## src/sv/vbwh_ram.sv

```systemverilog
// generic single-write, single-read ram with registered read data
`default_nettype none

module vbwh_ram #(
    parameter int WIDTH = 32,
    parameter int DEPTH = 64,
    localparam int AW = (DEPTH > 1) ? $clog2(DEPTH) : 1
) (
    input  wire logic             i_clk,
    input  wire logic             i_we,
    input  wire logic [AW-1:0]    i_waddr,
    input  wire logic [WIDTH-1:0] i_wdata,
    input  wire logic [AW-1:0]    i_raddr,
    output logic      [WIDTH-1:0] o_rdata
);

    logic [WIDTH-1:0] r_mem [DEPTH];
    logic [WIDTH-1:0] r_rdata;

    always_ff @(posedge i_clk) begin
        if (i_we) begin
            r_mem[i_waddr] <= i_wdata;
        end
        r_rdata <= r_mem[i_raddr];
    end

    assign o_rdata = r_rdata;

endmodule

`default_nettype wire

```

## config.mk

```make
export PLATFORM = sky130hd
export DESIGN_NAME = vbwh_ram
export DESIGN_NICKNAME = d
export VERILOG_FILES = /design/src/sv/vbwh_ram.sv
export SDC_FILE = /design/constraint.sdc
export NUM_CORES = 2
export LEC_CHECK = 0
export ABC_AREA = 1
export BUFFER_PORTS_ARGS = -buffer_cell sky130_fd_sc_hd__buf_2
export CAP_MARGIN = 0
export CORE_MARGIN = 2
export CORE_UTILIZATION = 27
export DETAILED_ROUTE_END_ITERATION = 7
export PLACE_DENSITY = 0.48
export SYNTH_ARGS = -nofsm -noshare
export SYNTH_HDL_FRONTEND = slang
export SYNTH_SLANG_ARGS = --single-unit
```

## constraint.sdc

```tcl
create_clock -name i_clk -period 6.3 [get_ports i_clk]
set_clock_uncertainty 0.15 [all_clocks]
set_input_delay 0.63 -clock i_clk [delete_from_list [all_inputs] [get_ports i_clk]]
set_output_delay 0.63 -clock i_clk [all_outputs]
set_load 0.05 [all_outputs]
```

Word level (Yosys, flattened, before mapping)

Memory sizes are Yosys's and may differ from the RTL's. A register that Yosys moved wholly into a read port is not among the register bits.
Index checks and enable logic that the tools add are counted.

Muxes and demuxes: 2

Operator list:

| cell              | count |
|---|---|
| 1-bit two-way mux | 2 |

Bits of input ports: 46
Memory bits (writable): 2048
Register bits after elaboration: 0
Memories kept: 1

Memories:

| memory | words | bits a word | read ports | clocked after memory_dff | write ports | RTL line | text |
|---|---|---|---|---|---|---|---|
| r_mem  | 64    | 32          | 1          | 1                        | 1           | 17       | `logic [WIDTH-1:0] r_mem [DEPTH];` |

Depth between registers and ports, before layout

Depth after elaboration: 2
Depth in mapped cells: 13
Depth with buffers taken out: 9

Worst setup path before layout

No wires, ideal clock.

Path kind: input to register
Start point: in i_we
End point: mem r_mem[48][0] (enable)
Data arrival time: 4.258 ns
Buffers on the path: 1
Stages on the path: 3
Library setup time: 0.502 ns
Slack: 1.390 ns
Cell sequence: clkbuf_1 nand4_1 nor4_1

Longest elaborated chain between the ends: 2

Ends and longest elaborated chain:

| item                                    | RTL line | text |
|---|---|---|
| from (decl)                             | 10       | `input wire logic i_we,` |
| 1-bit two-way mux                       | 21       | `if (i_we) begin` |
| 1-bit two-way mux (not written as such) | 22       | `r_mem[i_waddr] <= i_wdata;` |
| to (decl)                               | 17       |  |

Every way passes these cells.

Worst setup path after layout

Start point: in i_waddr[1]
End point: mem r_mem[44][15] (enable)

RTL lines:

| item        | RTL line | text |
|---|---|---|
| from (decl) | 11       | `input wire logic [AW-1:0] i_waddr,` |

No word-level cell before the write port.

==> summary.md <==
| Metric | Value |
|---|---|
| Total nets after synthesis | 6815 |
| Final wirelength | 257000 um |
| Share of flip-flops with an asynchronous set or reset | 0% |
| Synth warn | 0 |
| GRT overflow | 0 |
| Tcrit/Tclk final | 52.4% |
| Leak Pwr | 32.3 nW |
| Status | complete, no violations |
| MaxCap Viol Count | 0 |
| DR WL met3 | 12300 um |
| Metal1 wirelength | 114000 um |
| Crit path from | i_waddr[1] |
| Setup slack, reg-to-reg | 4430 ps |
| Max clock buf depth | 3 |
| Antenna violations before repair | 20 |
| Part of the power in registers | 52.1% |
| Core area | 305000 um2 |
| First-pass GRT wire length | 369000 um |
| Slowest cell on crit path | nor2_4 |
| Rows | 203 |
| Util after Layout | 31.0% |
| Worst-path cell chain | buf_2, inv_1, nand4_1, nor2_4, buf_4 |
| DIE AREA | 311000 um2 |
| Pre-CTS setup slack | 2170 ps |
| Gp weighted congestion | 0.796 |
| Pint | 0.0226 W |
| Comb power frac | 6.5% |
| Slew headroom | 12.7% |
| Final worst slack | 3000 ps |
| Fin cells | 11.0k |
| Area growth from synthesis to layout | 14.5% |
| Commonest cells in the synthesized netlist | nand2_1, edfxtp_1, nand3_1 |
| Endpoints failing setup | 0 |
| Hold_ws | 82.6 ps |
| Synthesized area per cell | 12.2 um2 |
| Worst reg-to-reg path cell count | 8 |
| Final HPWL DP | 138000 um |
| Crit path time final | 3300 ps |
| I/O pin cnt | 78 |
| Post-CTS Resized | 0 |
| Post-DRT Antenna Nets | 0 |
| Most used DFF post-synth | edfxtp_1 |
| FF-to-FF End | o_rdata[18] |
| Sum Neg Setup Slack | 0 ps |
| EDFF count, synth | 2048 |
| Die Wd | 558 um |
| Fill count | 30.8k |
| Die Span Y | 558 um |
| Cell Pwr Density | 312 nW/um2 |
| Via density | 4.74 |
| Post-Syn Instances | 6769 |
| Top Metal Used | met5 |
| Worst Setup EP | r_mem[44][15] |
| Reg2reg start | r_mem[57][18] |
| Count of cell types in the netlist | 16 |
| CTS sink count | 2080 |
| Detailed Routing Iterations Pass 1 | 6 |
| WP data required | 6700 ps |
| Slowest stage delay, CP | 1270 ps |
| CTS tree | yes |
| RSZ-0062 raised after global routing | no |
| Ranking of synthesized cells by area | edfxtp_1, nand3_1, nand2_1, buf_2, dfxtp_1 |
| Met2 wire length | 124000 um |
| Port bufs | 77 |
| Vias in the first global route | 50.2k |
| WP data arrival | 3700 ps |
| Delay-heaviest family, CP | simple AND/OR/NAND/NOR gates |
| Sw frac | 23.6% |
| Clock transition at the registers of the reported paths | 60 ps |
| Clock Tree Root | clkbuf_16 |
| Hold Vio Cnt, Final | 0 |
| Seq/Total Area, Yosys | 75.1% |
| Maximum resistive drop on vdd | 0.242 mV |
| GRT Overall Usage | 16.1% |
| CP Depth | 5 |
| Hold WC Path Type | in2reg |
| Synth area leader | edfxtp_1 |
| TritonCTS Buffers | 215 |
| Cell with the most instances after synthesis | nand2_1 |
| Clk network pwr share | 41.4% |
| Nature of the critical path startpoint | primary input |
| Initial drt markers | 5089 |
| Worst Path Buf+Inv | 3 |
| Largest net degree at the start of global routing | 198 |
| Worst Path Max Fanout | 25 |
| # DRC | 0 |
| Vias post-DR | 52.4k |
| Layout cell share with drive strength beyond 1 | 8.25% |
| Setup CP Type | in2reg |
| Synth top area share | 74.3% |
| Switching pwr | 0.00696 W |
| Fin. max-slew vios | 0 |
| Fmax achieved | 303 MHz |
| Cell Count Post-Placement | 10.6k |
| Clock Latency Late Sink | 870 ps |
| Register bit total from synthesis | 2080 |
| Depth of the CTS H-tree | 4 |
| Total Nets Final | 6793 |
| Wire per inst | 23.2 um |
| Initial core utilization | 27.1% |
| Worst Setup End Kind | register |
| Slew @ Worst Pin | 1310 ps |
| Post-CTS setup buffers | 0 |
| Mapped Area | 82700 um2 |
==> worst register-to-register path, delay by kind of cell, from the launching register on <==
kind	cells	cell delay (ps)
AND/OR/NAND/NOR	8	1220
flip-flops	1	350
==> kinds of logic (layout without fill, tap and decap cells) <==
family	after synthesis	count (layout)	share of synthesized area, %
buf+inv	461	628	2.78
flops	2080	2080	75.1
other cells	0	10	0
simple gates	4228	4228	22.1
==> metal layers <==
metal  GRT usage (%)  vias to the layer above
li1                -                    24100
met1            22.0                    26500
met2            26.7                     1459
met3            2.06                      328
met4            4.79                        6
met5               0                        -
==> worst min-delay path by stage <==
stage                       startpoint            end  slack, ps  cells past startpoint
after floorplan           r_mem[14][0]     o_rdata[0]        570                      8
after global placement     i_wdata[20]  r_mem[59][20]        680                      1
after detailed placement   i_wdata[20]  r_mem[59][20]        680                      1
after CTS                   i_wdata[7]    r_mem[3][7]         30                      1
after global routing        i_wdata[7]    r_mem[2][7]         60                      1
final                       i_wdata[7]    r_mem[4][7]         80                      1
==> area by class of cell <==
cell class	count	area, um2	share of cell area (%)
sequential	2080	62100	65.6
timing repair buffer	210	1860	1.96
antenna	10	25.0	0.0264
inverter	12	83.8	0.0885
multi-input combinational	4228	18800	19.8
clock inverter	132	982	1.04
tap	4100	5130	5.42
clock buffer	274	5740	6.06
==> state kept, by name (all words and copies together), names as in the netlist <==
register / flops
r_mem: 2048
o_rdata: 32
==> power by group through the flow <==
stage	Clock [W]	Combinational [W]	Sequential, W
floorplan	0	0.000941	0.0157
global placement	0	0.00194	0.0157
detailed placement	0	0.00194	0.0157
CTS	0.0125	0.00195	0.0154
global route	0.0130	0.00207	0.0154
finish	0.0122	0.00192	0.0154
==> per-stage QoR <==
stage	power (W)	instance area, um2
3_3_place_gp	0.0176	87900
5_1_grt	0.0304	94700
4_1_cts	0.0298	94700
3_5_place_dp	0.0176	87900
2_1_floorplan	0.0167	82700
6_report	0.0295	94700
==> repair_timing <==
item | 4_1_cts | 5_1_grt
endpoints found under the setup margin | 0 | 0
hold buffers | 8 | 0
hold endpoints to repair | 75 | 0
==> cell usage in the layout, fill, tap and decap left out, types with 2 or more instances in the layout <==
| cell type | synthesis | routed |
|---|---|---|
| buf_12 | 0 | 29 |
| buf_2 | 282 | 51 |
| buf_4 | 45 | 118 |
| buf_8 | 2 | 3 |
| bufinv_16 | 0 | 10 |
| clkbuf_1 | 77 | 47 |
| clkbuf_16 | 0 | 217 |
| clkbuf_8 | 0 | 10 |
| clkinv_1 | 0 | 59 |
| clkinv_2 | 0 | 46 |
| clkinv_8 | 0 | 4 |
| clkinvlp_4 | 0 | 3 |
| dfxtp_1 | 32 | 32 |
| diode_2 | 0 | 10 |
| dlygate4sd3_1 | 0 | 8 |
| edfxtp_1 | 2048 | 2048 |
| inv_1 | 9 | 6 |
| inv_16 | 0 | 4 |
| inv_6 | 0 | 7 |
| inv_8 | 0 | 2 |
| nand2_1 | 2248 | 2248 |
| nand3_1 | 1907 | 1907 |
| nand4_1 | 9 | 9 |
| nor2_4 | 0 | 56 |
| nor4_2 | 0 | 8 |
(Power assumes the default switching activity.)
